## src/rtl/awvm_pkg.sv

```systemverilog
// Types and constants of the window variance motion detector
`timescale 1ns / 1ps

package awvm_pkg;

	localparam int COORD_W  = 8;
	localparam int SAMPLE_W = 3 * COORD_W;
	localparam int SQ_W     = 16;
	localparam int RAD_W    = 32;
	localparam int ROOT_W   = 16;
	localparam int THR_W    = 16;
	localparam int THR_FRAC = 8;

	localparam int APB_ADDR_W = 3;
	localparam int APB_DATA_W = 32;

	localparam logic [0:0] REG_MOTION_THRESH = 1'b0;
	localparam logic [THR_W-1:0] THR_RESET = 16'd128;

	typedef enum logic [1:0] {
		MS_INSUFFICIENT = 2'd0,
		MS_STATIONARY   = 2'd1,
		MS_MOVING       = 2'd2
	} motion_state_t;

endpackage

```

## src/rtl/awvm_if.sv

```systemverilog
// Request channels: accelerometer samples in, motion decisions out
`timescale 1ns / 1ps

interface awvm_sample_if import awvm_pkg::*; ();
	logic                      valid;
	logic                      ready;
	logic signed [COORD_W-1:0] accel_x;
	logic signed [COORD_W-1:0] accel_y;
	logic signed [COORD_W-1:0] accel_z;

	modport source (output valid, output accel_x, output accel_y, output accel_z, input ready);
	modport sink (input valid, input accel_x, input accel_y, input accel_z, output ready);
endinterface

interface awvm_result_if ();
	logic       valid;
	logic       ready;
	logic [1:0] motion_state;

	modport source (output valid, output motion_state, input ready);
	modport sink (input valid, input motion_state, output ready);
endinterface

```

## src/rtl/awvm_ram.sv

```systemverilog
// Generic single-write, single-read RAM with registered read data
`timescale 1ns / 1ps

module awvm_ram #(
	parameter int WIDTH = 24,
	parameter int DEPTH = 10
) (
	input  logic                                   clk,
	input  logic                                   we,
	input  logic [(DEPTH > 1 ? $clog2(DEPTH) : 1)-1:0] waddr,
	input  logic [WIDTH-1:0]                       wdata,
	input  logic                                   re,
	input  logic [(DEPTH > 1 ? $clog2(DEPTH) : 1)-1:0] raddr,
	output logic [WIDTH-1:0]                       rdata
);

	logic [WIDTH-1:0] mem [DEPTH];

	always_ff @(posedge clk) begin
		if (we) begin
			mem[waddr] <= wdata;
		end
		if (re) begin
			rdata <= mem[raddr];
		end
	end

endmodule

```

## src/rtl/awvm_isqrt.sv

```systemverilog
// Bit-serial floor square root, two radicand bits per cycle
`timescale 1ns / 1ps

module awvm_isqrt import awvm_pkg::*; (
	input  logic              clk,
	input  logic              arst_n,
	input  logic              start,
	input  logic [RAD_W-1:0]  radicand,
	output logic              done,
	output logic [ROOT_W-1:0] root
);

	localparam int CNT_W = $clog2(ROOT_W);
	localparam int REM_W = ROOT_W + 2;

	logic              busy_q;
	logic              done_q;
	logic [CNT_W-1:0]  cnt_q;
	logic [RAD_W-1:0]  rad_q;
	logic [REM_W-1:0]  rem_q;
	logic [ROOT_W-1:0] root_q;

	logic [REM_W+1:0]  rem_sh;
	logic [REM_W+1:0]  trial;
	logic              fits;

	assign rem_sh = {rem_q, rad_q[RAD_W-1 -: 2]};
	assign trial  = {2'b00, root_q, 2'b01};
	assign fits   = (rem_sh >= trial);

	always_ff @(posedge clk or negedge arst_n) begin
		if (!arst_n) begin
			busy_q <= 1'b0;
			done_q <= 1'b0;
			cnt_q  <= '0;
		end else if (start) begin
			busy_q <= 1'b1;
			done_q <= 1'b0;
			cnt_q  <= CNT_W'(ROOT_W - 1);
		end else if (busy_q) begin
			cnt_q <= cnt_q - 1'b1;
			if (cnt_q == '0) begin
				busy_q <= 1'b0;
				done_q <= 1'b1;
			end
		end else begin
			done_q <= 1'b0;
		end
	end

	always_ff @(posedge clk) begin
		if (start) begin
			rad_q  <= radicand;
			rem_q  <= '0;
			root_q <= '0;
		end else if (busy_q) begin
			rad_q  <= rad_q << 2;
			rem_q  <= fits ? REM_W'(rem_sh - trial) : REM_W'(rem_sh);
			root_q <= {root_q[ROOT_W-2:0], fits};
		end
	end

	assign done = done_q;
	assign root = root_q;

endmodule

```

## src/rtl/accel_window_variance_motion.sv

```systemverilog
// Top level: sliding-window variance motion detector
`timescale 1ns / 1ps
//
// Usage
//   accel (sink): one signed 8-bit x/y/z accelerometer sample per request.
//   motion (source): one motion_state per sample: 0 insufficient data,
//     1 stationary, 2 moving.
//   APB port: register 0 at byte address 0 is motion_threshold_q8
//     (unsigned Q8.8, reset 0.5). Write only while the block is idle.
// Operation
//   A sample is stored in a window RAM of WINDOW_DEPTH entries. During
//   warm-up the sequencer goes straight to its done state. Otherwise the
//   sequencer walks the window: per entry one RAM read, the shared squarer
//   for x^2+y^2+z^2 one coordinate at a time, the bit-serial square root
//   unit and an accumulate step. Final steps then form the decision.
//   accel.ready is high only when idle, so a new sample is taken only after
//   the decision on the last one has been passed to the output register.
// Reset and stalls
//   arst_n clears pointer, fill flag and per-entry valid bits; an entry
//   never written reads as zero. The threshold returns to 0.5.
//   The result sits in an output register; a new sample is accepted while
//   it waits, and a finished decision holds until motion.ready frees it.
module accel_window_variance_motion import awvm_pkg::*; #(
	parameter int WINDOW_DEPTH = 10
) (
	input  logic                  clk,
	input  logic                  arst_n,
	awvm_sample_if.sink           accel,
	awvm_result_if.source         motion,
	input  logic                  psel,
	input  logic                  penable,
	input  logic                  pwrite,
	input  logic [APB_ADDR_W-1:0] paddr,
	input  logic [APB_DATA_W-1:0] pwdata,
	output logic [APB_DATA_W-1:0] prdata,
	output logic                  pready
);

	localparam int CW      = $clog2(WINDOW_DEPTH);
	localparam int IDX_W   = (WINDOW_DEPTH > 1) ? $clog2(WINDOW_DEPTH) : 1;
	localparam int SUM_W   = ROOT_W + CW;
	localparam int SUMSQ_W = 2 * ROOT_W + CW;
	localparam int DIFF_W  = 2 * SUM_W;
	localparam logic [IDX_W-1:0] LAST = IDX_W'(WINDOW_DEPTH - 1);

	typedef enum logic [3:0] {
		ST_IDLE,
		ST_RD,
		ST_SQX,
		ST_SQY,
		ST_SQZ,
		ST_ROOT,
		ST_WAIT,
		ST_ACC,
		ST_FIN1,
		ST_FIN2,
		ST_FIN3,
		ST_DONE
	} state_t;

	state_t              state_q;
	logic [IDX_W-1:0]    wp_q;
	logic                full_q;
	logic [WINDOW_DEPTH-1:0] valid_q;
	logic [IDX_W-1:0]    idx_q;
	motion_state_t       res_q;
	logic                out_valid_q;
	motion_state_t       out_state_q;
	logic [THR_W-1:0]    thr_q;

	// datapath registers
	logic [SQ_W-1:0]     sq_q;
	logic [SUM_W-1:0]    sum_q;
	logic [SUMSQ_W-1:0]  sumsq_q;
	logic [DIFF_W-1:0]   sqsum_q;
	logic [DIFF_W-1:0]   lhs_q;
	logic [DIFF_W-1:0]   diff_q;
	logic [DIFF_W-1:0]   rhs_q;

	logic                in_acc;
	logic                out_free;
	logic                out_load;
	logic                warmup;
	logic                cfg_wr;
	logic [SAMPLE_W-1:0] wr_sample;
	logic [SAMPLE_W-1:0] rd_data;
	logic [SAMPLE_W-1:0] entry;
	logic [COORD_W-1:0]  coord;
	logic [COORD_W-1:0]  coord_abs;
	logic [SUM_W-1:0]    sqr_op;
	logic [DIFF_W-1:0]   sqr_prod;
	logic                sqrt_start;
	logic                sqrt_done;
	logic [ROOT_W-1:0]   root;

	assign in_acc   = accel.valid && accel.ready;
	assign out_free = !out_valid_q || motion.ready;
	assign out_load = (state_q == ST_DONE) && out_free;
	assign cfg_wr   = psel && penable && pwrite && pready;

	// still warming up after this sample lands
	assign warmup = !full_q &&
		(({1'b0, wp_q} + 1'b1) < (IDX_W + 1)'(WINDOW_DEPTH - 1));

	assign wr_sample = {accel.accel_z, accel.accel_y, accel.accel_x};

	awvm_ram #(
		.WIDTH (SAMPLE_W),
		.DEPTH (WINDOW_DEPTH)
	) u_window (
		.clk   (clk),
		.we    (in_acc),
		.waddr (wp_q),
		.wdata (wr_sample),
		.re    (state_q == ST_RD),
		.raddr (idx_q),
		.rdata (rd_data)
	);

	// unwritten entries count as a zero sample
	assign entry = valid_q[idx_q] ? rd_data : '0;

	always_comb begin
		case (state_q)
			ST_SQY:  coord = entry[2*COORD_W-1 -: COORD_W];
			ST_SQZ:  coord = entry[3*COORD_W-1 -: COORD_W];
			default: coord = entry[COORD_W-1:0];
		endcase
	end

	assign coord_abs = coord[COORD_W-1] ? COORD_W'(~coord + 1'b1) : coord;

	// shared squarer
	always_comb begin
		case (state_q)
			ST_SQX, ST_SQY, ST_SQZ: sqr_op = SUM_W'(coord_abs);
			ST_ACC:                 sqr_op = SUM_W'(root);
			ST_FIN1:                sqr_op = sum_q;
			default:                sqr_op = '0;
		endcase
	end

	assign sqr_prod = sqr_op * sqr_op;

	assign sqrt_start = (state_q == ST_ROOT);

	awvm_isqrt u_isqrt (
		.clk      (clk),
		.arst_n   (arst_n),
		.start    (sqrt_start),
		.radicand ({sq_q, 16'h0000}),
		.done     (sqrt_done),
		.root     (root)
	);

	// sequencer, window bookkeeping and output register
	always_ff @(posedge clk or negedge arst_n) begin
		if (!arst_n) begin
			state_q     <= ST_IDLE;
			wp_q        <= '0;
			full_q      <= 1'b0;
			valid_q     <= '0;
			idx_q       <= '0;
			res_q       <= MS_INSUFFICIENT;
			out_valid_q <= 1'b0;
			out_state_q <= MS_INSUFFICIENT;
		end else begin
			if (out_load) begin
				out_valid_q <= 1'b1;
			end else if (out_valid_q && motion.ready) begin
				out_valid_q <= 1'b0;
			end
			unique case (state_q)
				ST_IDLE: begin
					if (in_acc) begin
						valid_q[wp_q] <= 1'b1;
						idx_q         <= '0;
						if (wp_q == LAST) begin
							wp_q   <= '0;
							full_q <= 1'b1;
						end else begin
							wp_q <= wp_q + 1'b1;
						end
						if (warmup) begin
							res_q   <= MS_INSUFFICIENT;
							state_q <= ST_DONE;
						end else begin
							state_q <= ST_RD;
						end
					end
				end
				ST_RD:   state_q <= ST_SQX;
				ST_SQX:  state_q <= ST_SQY;
				ST_SQY:  state_q <= ST_SQZ;
				ST_SQZ:  state_q <= ST_ROOT;
				ST_ROOT: state_q <= ST_WAIT;
				ST_WAIT: begin
					if (sqrt_done) begin
						state_q <= ST_ACC;
					end
				end
				ST_ACC: begin
					if (idx_q == LAST) begin
						state_q <= ST_FIN1;
					end else begin
						idx_q   <= idx_q + 1'b1;
						state_q <= ST_RD;
					end
				end
				ST_FIN1: state_q <= ST_FIN2;
				ST_FIN2: state_q <= ST_FIN3;
				ST_FIN3: begin
					res_q   <= (diff_q > rhs_q) ? MS_MOVING : MS_STATIONARY;
					state_q <= ST_DONE;
				end
				ST_DONE: begin
					if (out_free) begin
						out_state_q <= res_q;
						state_q     <= ST_IDLE;
					end
				end
				default: state_q <= ST_IDLE;
			endcase
		end
	end

	always_ff @(posedge clk) begin
		case (state_q)
			ST_IDLE: begin
				sum_q   <= '0;
				sumsq_q <= '0;
			end
			ST_SQX: sq_q <= SQ_W'(sqr_prod);
			ST_SQY, ST_SQZ: sq_q <= sq_q + SQ_W'(sqr_prod);
			ST_ACC: begin
				sum_q   <= sum_q + SUM_W'(root);
				sumsq_q <= sumsq_q + SUMSQ_W'(sqr_prod);
			end
			ST_FIN1: begin
				// N*sum(m^2) and (sum m)^2
				sqsum_q <= sqr_prod;
				lhs_q   <= DIFF_W'(sumsq_q) * DIFF_W'(WINDOW_DEPTH);
			end
			ST_FIN2: begin
				diff_q <= (lhs_q >= sqsum_q) ? (lhs_q - sqsum_q) : '0;
				rhs_q  <= DIFF_W'({thr_q, THR_FRAC'(0)}) *
					DIFF_W'(WINDOW_DEPTH * WINDOW_DEPTH);
			end
			default: ;
		endcase
	end

	// threshold register
	always_ff @(posedge clk or negedge arst_n) begin
		if (!arst_n) begin
			thr_q <= THR_RESET;
		end else if (cfg_wr && (paddr[2:2] == REG_MOTION_THRESH)) begin
			thr_q <= pwdata[THR_W-1:0];
		end
	end

	assign pready = 1'b1;
	assign prdata = (paddr[2:2] == REG_MOTION_THRESH) ? APB_DATA_W'(thr_q) : '0;

	assign accel.ready         = (state_q == ST_IDLE);
	assign motion.valid        = out_valid_q;
	assign motion.motion_state = out_state_q;

endmodule

```

## src/flat_wrapper.sv

```systemverilog
// flat-port wrapper written by rule: the top's interface ports become plain ports
module accel_window_variance_motion_flat import awvm_pkg::*;
#(
	parameter int WINDOW_DEPTH = 10
)
  (clk, arst_n, psel, penable, pwrite, paddr, pwdata, prdata, pready, accel_valid, accel_accel_x, accel_accel_y, accel_accel_z, accel_ready, motion_valid, motion_motion_state, motion_ready);
  awvm_sample_if accel_i ();
  awvm_result_if motion_i ();
  input  logic clk;
  input  logic arst_n;
  input  logic psel;
  input  logic penable;
  input  logic pwrite;
  input  logic [APB_ADDR_W-1:0] paddr;
  input  logic [APB_DATA_W-1:0] pwdata;
  output logic [APB_DATA_W-1:0] prdata;
  output logic pready;
  input wire logic [$bits(accel_i.valid)-1:0] accel_valid;
  input wire logic [$bits(accel_i.accel_x)-1:0] accel_accel_x;
  input wire logic [$bits(accel_i.accel_y)-1:0] accel_accel_y;
  input wire logic [$bits(accel_i.accel_z)-1:0] accel_accel_z;
  output wire logic [$bits(accel_i.ready)-1:0] accel_ready;
  output wire logic [$bits(motion_i.valid)-1:0] motion_valid;
  output wire logic [$bits(motion_i.motion_state)-1:0] motion_motion_state;
  input wire logic [$bits(motion_i.ready)-1:0] motion_ready;
  assign accel_i.valid = accel_valid;
  assign accel_i.accel_x = accel_accel_x;
  assign accel_i.accel_y = accel_accel_y;
  assign accel_i.accel_z = accel_accel_z;
  assign accel_ready = accel_i.ready;
  assign motion_valid = motion_i.valid;
  assign motion_motion_state = motion_i.motion_state;
  assign motion_i.ready = motion_ready;
  accel_window_variance_motion #(.WINDOW_DEPTH(WINDOW_DEPTH)) u_core (.clk(clk), .arst_n(arst_n), .accel(accel_i), .motion(motion_i), .psel(psel), .penable(penable), .pwrite(pwrite), .paddr(paddr), .pwdata(pwdata), .prdata(prdata), .pready(pready));
endmodule
```

## config.mk

```make
export PLATFORM = sky130hd
export DESIGN_NAME = accel_window_variance_motion_flat
export DESIGN_NICKNAME = d
export VERILOG_FILES = /design/src/rtl/awvm_pkg.sv /design/src/rtl/awvm_if.sv /design/src/rtl/awvm_ram.sv /design/src/rtl/awvm_isqrt.sv /design/src/rtl/accel_window_variance_motion.sv /design/src/flat_wrapper.sv
export SDC_FILE = /design/constraint.sdc
export NUM_CORES = 2
export LEC_CHECK = 0
export BUFFER_PORTS_ARGS = -buffer_cell sky130_fd_sc_hd__buf_4
export CAP_MARGIN = 20
export CORE_ASPECT_RATIO = 1.2
export CORE_UTILIZATION = 33
export DETAILED_ROUTE_END_ITERATION = 7
export RECOVER_POWER = 100
export SLEW_MARGIN = 20
export SYNTH_ARGS = -nofsm -noshare
export SYNTH_HDL_FRONTEND = slang
export SYNTH_HIERARCHICAL = 1
export SYNTH_SLANG_ARGS = --single-unit
```

## constraint.sdc

```tcl
create_clock -name clk -period 15.82 [get_ports clk]
set_input_delay 4.746 -clock clk [delete_from_list [all_inputs] [get_ports clk]]
set_output_delay 4.746 -clock clk [all_outputs]
set_load 0.02 [all_outputs]
```

==> impl.org <==
** Outcome
- The run finished, with violations left.
- Violations in the final reports :: max-capacitance violations, max-slew violations

** Pwr
- PD cells :: 171 nW/um^2
- Share of power burned in combinational logic :: between 50% and 60%
- The clock network accounts for 18.4% of the total power.
- Internal Dissipation :: between 0.004 and 0.005 W
- Per report_power, the sequential group accounts for 29.6% of the total.
- In this run the power spent charging and discharging nets is 0.00344 W.
- Switching portion of total power :: about two fifths
- Worst voltage drop across the vdd grid :: 0.000113 V
- Leakage power total :: 21.5 nW

** Finish
- In the layout the commonest cells are sky130_fd_sc_hd__inv_1, sky130_fd_sc_hd__edfxtp_1, sky130_fd_sc_hd__ha_1.
- N_diodes :: 0
- Area growth from synthesis to layout :: 10.2%
- Leaving out fill and tap cells, the most frequent cell in the layout is sky130_fd_sc_hd__inv_1.
- Nets@finish :: 4933
- Cells with a size suffix above 1 make up slightly above 7% of the layout.

** Logic synthesis
- YS warnings :: 6
- Number of flip-flops and latches in the synthesized netlist :: 591
- Dominant cells by area after synthesis :: sky130_fd_sc_hd__edfxtp_1, sky130_fd_sc_hd__fa_1, sky130_fd_sc_hd__ha_1
- Of the synthesized area, sequential elements account for 38.8%.
- Proportion of synthesized flip-flops having asynchronous set or reset :: around 8.5%
- sky130_fd_sc_hd__edfxtp_1 takes more of the synthesized area than any other cell.
- Averaged over all synthesized cells, the footprint is 10.9 um^2.
- In the synthesized netlist the dominant register cell turns out to be sky130_fd_sc_hd__edfxtp_1.
- The cell count after synthesis came out at 4065.
- After synthesis, the netlist uses 105 different library cells.
- Area of the mapped netlist :: 44200 um^2
- EDFF count, synth :: around 510
- After synthesis, the largest area contributor takes up 34.4% of total cell area.

** Clock tree
- In this run the post-CTS setup repair buffer count came out at 0.
- In this run, post-CTS repair resized a total of 0 instances.
- The clock passes through at most 3 buffers.
- CTS Hold Buffers Added :: 0
- Clock latency of the later-clocked register in the worst-skew pair :: around 0.64 ns
- The H-tree was split into 3 levels.
- After clock tree synthesis, the clock-pin slew on the worst setup and hold paths is ~0.060 ns.
- TritonCTS built the clock tree.
- Clock tree synthesis found a total of 591 sinks.
- Counting the buffers created by CTS gives 67.
- Clock Tree Root :: sky130_fd_sc_hd__clkbuf_16

** Run
- Reported max-cap violation count :: 17

** Worst setup path
- Endpoint class of the critical path :: register
- Critical Path Fanout Max :: 47
- Slowest stage cell, crit path :: sky130_fd_sc_hd__dfrtp_1
- Delay contributed by the slowest stage of the critical path :: 1.20 ns
- Count of buffer and inverter cells on the critical path :: 8
- The worst setup path is of the register to register kind.
- The cell family contributing the most delay on the critical path is adder cells.
- Arrival time of data at the critical path endpoint :: 13.98 ns
- At the worst endpoint, the required time is 16.11 ns.
- Cell occurring most often along the worst timing path :: sky130_fd_sc_hd__inv_1
- Worst Setup Start Kind :: register

** Placed design
- Port-buffer cells :: 67
- Once detailed placement completed, the half-perimeter wirelength came to 75.5 mm.
- Final estimated routing congestion in global placement :: a little under 0.9
- OpenSTA, run right after detailed placement, puts the worst setup slack at 3.03 ns.

** Timing
- For the final routed database, the setup TNS stands at 0 ns.
- Slew @ Worst Pin :: 3.48 ns
- Setup violations remaining at the end of the flow were counted as 0.
- Clock Skews :: between 0.03 and 0.04 ns
- For this run, the top clock speed supported by timing is 0.0731 GHz.
- In this run the tightest slew margin relative to its limit is -132%.
- The final hold violation count was 0.
- Final WS setup :: 2.13 ns
- Fin crit period :: roughly 14 ns
- Max Slew Vio Count :: 622
- Setup repair after global routing missed its margin :: no
- Dividing the final minimum period by the clock period gives 86.5%.

** Floorplanning
- Total core area :: 132000 um^2
- Die Ht :: about 400 um
- The die covers 135000 um^2.
- Die Span X :: 336 um
- Once the floorplan was initialized, standard cells occupied approximately 33% of the core.
- The floorplan has approximately 150 rows.
- IO Pins :: 103

** Global routing
- Initial antenna violation count :: 6
- Largest net degree at the start of global routing :: 79
- Wire length of the first global-routing pass :: about 160 mm
- Summed over all layers, the global routing overflow is 0.
- Across every metal layer, demand over resource in global routing totals 15.1%.
- The number of global-route vias before repair came to 30300.

** Drt
- Routed via count :: 29400
- Drt wl/cell :: 17.1 um
- In this run the remaining antenna-violating nets after routing total 0.
- For this run, design rule violations remaining after detail routing come to 0.
- After detailed routing, the number of vias per cell comes to ~5.
- After detailed routing, the total wire length is 102 mm.
- The pre-antenna-repair detailed-routing pass consisted of 5 iterations.
- The first routing iteration left 1242 violations.

** Min path
- In this run the worst hold path is classified as register to register.
[final cells by class]
class | instances | area (um^2)
clock buffers | 85 | 1760
clock inverters | 36 | 435
fillers | 13100 | 83700
inverters | 590 | 2210
multi-input cells | 2787 | 24300
flip-flops and latches | 591 | 17200
well taps | 1776 | 2220
repair buffers | 122 | 616
[path summary, 6_finish.rpt]
check,from,end,slack [ns],cells after the start
worst max-delay path,u_core/idx_q[0],u_core/sumsq_q[31],2.13,44
worst min-delay path,u_core/valid_q[4],u_core/valid_q[4],0.45,1
worst max register to register,u_core/idx_q[0],u_core/sumsq_q[31],2.13,44
worst min register to register,u_core/valid_q[4],u_core/valid_q[4],0.45,1
max in group asynchronous,arst_n,u_core/u_isqrt/busy_q,8.55,1
min in group asynchronous,arst_n,u_core/thr_q[14],5.20,1
[synthesized netlist by cell type (all sizes together) (7+ instances only)]
cell    number
a22oi       24
nand2b      37
o21bai      54
a211oi      13
dfrtp       49
clkbuf      80
o21ai      123
xnor2      144
a31oi       25
nand3b       7
and3        33
buf         48
nand4       16
o31ai       33
and2        19
a22o        29
nor4         7
ha         415
nor4b        7
nand2      238
nor3        58
dfxtp       34
mux2i       73
nor2b       40
o22ai       29
inv        583
o21a        16
fa         293
clkinv       7
a311oi      11
nand3       55
mux2       125
a21oi      184
a21boi       7
o211ai       8
or3          9
o41ai        8
nor2       351
a21o       108
xor2        64
edfxtp     507
[state kept, by name, indices dropped and copies added (netlist names), 2 cells and up]
name	cells
u_core/u_window/mem	240
u_core/diff_q	40
u_core/lhs_q	39
u_core/sqsum_q	39
u_core/sumsq_q	36
u_core/u_isqrt/rad_q	32
u_core/u_window/rdata	24
u_core/rhs_q	21
u_core/sum_q	20
u_core/u_isqrt/rem_q	18
u_core/sq_q	16
u_core/thr_q	16
u_core/u_isqrt/root	16
u_core/valid_q	10
u_core/idx_q	4
u_core/state_q	4
u_core/u_isqrt/cnt_q	4
u_core/wp_q	4
u_core/motion.motion_state	2
u_core/res_q	2
[layer usage]
layer | part of all wire [%] | wire [um] | global-route usage (%)
met5 | 0.046 | 47 | 0
met4 | 4.9 | 5050 | 7.15
met3 | 3.8 | 3870 | 2.24
met2 | 51 | 51600 | 27.4
met1 | 41 | 41600 | 17.1
[power by group through the flow]
stage          sequential, W  combinational, W  clock (W)
2_1_floorplan        0.00237           0.00345          0
3_3_place_gp         0.00248           0.00427          0
3_5_place_dp         0.00249           0.00432          0
4_1_cts              0.00246           0.00437    0.00158
5_1_grt              0.00250           0.00485    0.00163
6_report             0.00246           0.00432    0.00153
[worst register-to-register path: cells and delay by family, from the launching register on]
family | cells | cell delay (ns)
xor+xnor | 3 | 0.91
compound gates | 11 | 3.34
simple gates | 11 | 1.76
fa+ha+maj | 10 | 4.11
buf+inv | 8 | 1.68
mux | 1 | 0.31
flops | 1 | 1.20
[logic make-up (layout without fill, tap and decap cells)]
family	Yosys count	count (layout)	synth area share, %
simple gates	905	905	9.39
compound gates	733	733	11.2
buf+inv	718	833	6.56
fa+ha+maj	710	710	25.1
flops	591	591	38.8
xor+xnor	208	208	4.12
mux	198	198	4.85
other cells	2	33	0.0170
[metrics by stage]
| step | cell area (um^2) | hold slack [ns] | util, % | instances | power, W |
|---|---|---|---|---|---|
| floorplan | 44300 | 0.427 | - | 4096 | 0.00582 |
| global placement | 46900 | 0.439 | 35.4 | 5866 | 0.00675 |
| detailed placement | 46900 | 0.443 | 35.4 | 5866 | 0.00680 |
| CTS | 49100 | 0.457 | 37.0 | 5987 | 0.00840 |
| global route | 48700 | 0.473 | 36.8 | 5987 | 0.00899 |
| finish | 48700 | 0.454 | 36.8 | 5987 | 0.00831 |
Note: power is estimated with default switching activity, not from simulation.
